**config.mk**
```make
export PLATFORM = sky130hd
export DESIGN_NAME = mrtq_ram
export DESIGN_NICKNAME = d
export VERILOG_FILES = /design/src/sv/mrtq_ram.sv
export SDC_FILE = /design/constraint.sdc
export NUM_CORES = 1
export LEC_CHECK = 0
export BUFFER_PORTS_ARGS = -buffer_cell sky130_fd_sc_hd__buf_2
export CAP_MARGIN = 20
export CORE_ASPECT_RATIO = 1.1
export CORE_MARGIN = 2
export CORE_UTILIZATION = 62
export CTS_BUF_LIST = sky130_fd_sc_hd__clkbuf_2 sky130_fd_sc_hd__clkbuf_4 sky130_fd_sc_hd__clkbuf_8
export DETAILED_ROUTE_END_ITERATION = 6
export HOLD_SLACK_MARGIN = 0.05
export PLACE_DENSITY = 0.81
export SLEW_MARGIN = 10
export SYNTH_ARGS = -nofsm -noshare
export SYNTH_HDL_FRONTEND = slang
export SYNTH_SLANG_ARGS = --single-unit
```
**constraint.sdc**
```tcl
create_clock -name clk -period 1.65 [get_ports clk]
set_input_delay 0 -clock clk [delete_from_list [all_inputs] [get_ports clk]]
set_output_delay 0 -clock clk [all_outputs]
set_load 0.02 [all_outputs]
```
**src/sv/mrtq_ram.sv**
```systemverilog
`timescale 1ns / 1ps
// Generic single-write, single-read RAM with registered read data.
// No dependencies.
module mrtq_ram #(
    parameter int  WIDTH = 8,
    parameter int  DEPTH = 16,
    localparam int AW    = $clog2(DEPTH)
) (
    input  logic             clk,
    input  logic             we,
    input  logic [AW-1:0]    waddr,
    input  logic [WIDTH-1:0] wdata,
    input  logic [AW-1:0]    raddr,
    output logic [WIDTH-1:0] rdata
);

    logic [WIDTH-1:0] mem [DEPTH];

    always_ff @(posedge clk)
    begin
        if (we)
        begin
            mem[waddr] <= wdata;
        end
        rdata <= mem[raddr];
    end

endmodule

```
==> metrics <==
outcome finished clean; Post-DP Area around 5500 µm²; Initial Utilization 64.4%; Synthesized Nets about 250; root buf cell clkbuf_8; Post-Route WL about 9 mm; H-tree lvl count 4; FF-to-FF End rdata[6]; vias per cell about 5.9; largest net degree at the start of global routing 27; GR Overflow Total 0; min cycle time layout ~1.3 ns; port bufs 25; crit path cell chain mux4_2 > a22oi_1 > nand2_1; period utilization roughly four fifths; Final Net Count 310; WS Path Type reg -> reg; WP data arrival 1.64 ns; Worst VDD drop around 0.00068 V; row count 34; fraction of layout cells with a size suffix above 1 roughly a third; Worst Tran Pin Value approximately 0.45 ns; Place WS ~0.26 ns; fin. max-slew vios 0; I/O pin total 26; setup ws final 0.327 ns; number of CTS-inserted buffers 17; crit-path max cell delay 0.48 ns; initial antenna violation count 0; static leakage between 2 and 2.5 nW; Reg2Reg Depth 3; n_diodes 0; cell family with most CP delay multiplexers; first-pass GRT wire length 14.2 mm; Longest Clk Path Bufs 2; FFs w/ async S/R, synth 0%; Hold Path Cell Cnt 3; Crit-path slowest cell mux4_2; area grow syn2layout 15.7%; Synth warnings 0; most frequent cell after synthesis edfxtp_1; FF-to-FF Start mem[7][6]; First-pass DRT Iterations 4; Hold Path Origin waddr[0]; Die ar. 9050 µm²; number of enable flip-flop cells after synthesis 128; Post-CTS Resized 0; die height 99.6 µm; R2R Setup Slk about 0.33 ns; Max Fclk 756 MHz; Clock transition at path regs approximately 0.08 ns; Core Area about 8000 µm²; top_reg_cell synth edfxtp_1; Final Skew 0.00922 ns; Synth Cell Area just over 5000 µm²; final instance area slightly below 6000 µm²; WL/cell 22.4 µm; critical path endpoint category flip-flop; share of the synthesized area in the top cell type 74.7%; post-synthesis cell type count 19; synthesized instance count 229; Final GP Congestion between 0.7 and 0.8; CTS Hold Bufs 8; crit path launch type flip-flop; Max-Cap Viols 0; top cells by area, synth edfxtp_1 (75%), mux4_2 (7.9%), mux4_1 (7.1%), dfxtp_1 (3.1%), a22oi_1 (2.3%); Final Util approximately three quarters; postcts setup bufs 0; worst rel slew slack a little over two thirds; worst path buffer plus inverter count 0; Syn Area/Cell ~22 µm²; Final Hold Fails 0; Worst Path Required 1.96 ns; Synth Register Bits around 140; vias in the first global route 2571; Clock Latency Late Sink 0.42 ns; setup TNS 0 ns; Yosys top cell by area edfxtp_1; residual DRC count 0; Iter 0 DRT Violations 198; Clock Sinks around 140; dpl hpwl around 5.8 mm; Min-Delay Path Class in -> reg; GRT Total Usage 22.4%; RSZ-0062 raised after global routing false; crit-path max FO 1; Final ANT Viol Nets 0; WP depth 3; Pwr Density around 1100 nW/µm²; CTS tree yes; Post-synth top cells edfxtp_1 (128), mux4_2 (18), a22oi_1 (16); Seq/Total Area, Yosys between 70% and 80%; Vias 2424; # setup viols final 0; Hold Path End mem[8][6]; DIE WIDTH just over 90 µm
## logic make-up (layout without fill, tap and decap cells)
logic type	count (synthesis)	count (layout)	share of synthesized area, %
flip-flops	136	136	77.8
multiplexers	32	32	15.0
AND/OR/NAND/NOR	35	35	3.18
buffers and inverters	10	86	1.68
AO/OA/AOI/OAI	16	16	2.33
## sequential cells by signal (all words and copies together) (netlist names)
| register | flops |
|---|---|
| mem | 128 |
| rdata | 8 |
## worst register-to-register path: stages, from the launching register on
cell,delay [ns]
edfxtp_1,0.38
mux4_2,0.48
a22oi_1,0.28
nand2_1,0.08
## through the flow
stage               std cells  hold slack, ns  power [mW]
floorplan                 229          0.0989        4.18
global placement          373           0.382        4.33
detailed placement        373           0.396        4.34
CTS                       413           0.104        6.80
global route              413           0.119        6.96
finish                    413           0.138        6.76
## report_power, final
group	leakage, nW	total, mW	switching, mW	internal (mW)
clock network	0.166	2.49	1.25	1.23
logic	0.624	0.394	0.223	0.171
registers	1.22	3.88	0.0232	3.86
## final cells by class
type	instances	area, µm²
clock buffers	19	249
fillers	469	2040
multi-input cells	83	1060
repair buffers	54	388
well taps	108	135
flip-flops and latches	136	4000
clock inverters	13	121
## layout by cell type, fill, tap and decap left out, types with 2 or more instances in the layout
cell	n
nor3_1	4
mux4_1	14
mux4_2	18
buf_2	25
buf_12	2
clkbuf_8	17
edfxtp_1	128
inv_6	4
nand3b_1	2
dfxtp_1	8
nor2_1	13
dlygate4sd3_1	8
nand2_1	9
nand2b_1	2
clkbuf_4	2
buf_4	19
a22oi_1	16
clkinvlp_4	7
## worst max-delay path by stage
stage	startpoint	end	slack [ns]
final	mem[7][6]	rdata[6]	0.33
after global routing	mem[9][1]	rdata[1]	0.26
after CTS	mem[11][7]	rdata[7]	0.31
after detailed placement	raddr[0]	rdata[7]	0.26
after global placement	raddr[0]	rdata[6]	0.26
after floorplan	waddr[2]	mem[0][0]	0.16
## per-layer routing
layer / vias up / global-route usage, % / part of all wire, %
li1: 1096 / - / -
met2: 99 / 35.1 / 50
met4: 0 / 8.04 / 1.5
met1: 1216 / 31.3 / 41
met3: 13 / 5.98 / 6.9
met5: - / 0 / 0
Note: power is estimated with default switching activity, not from simulation.
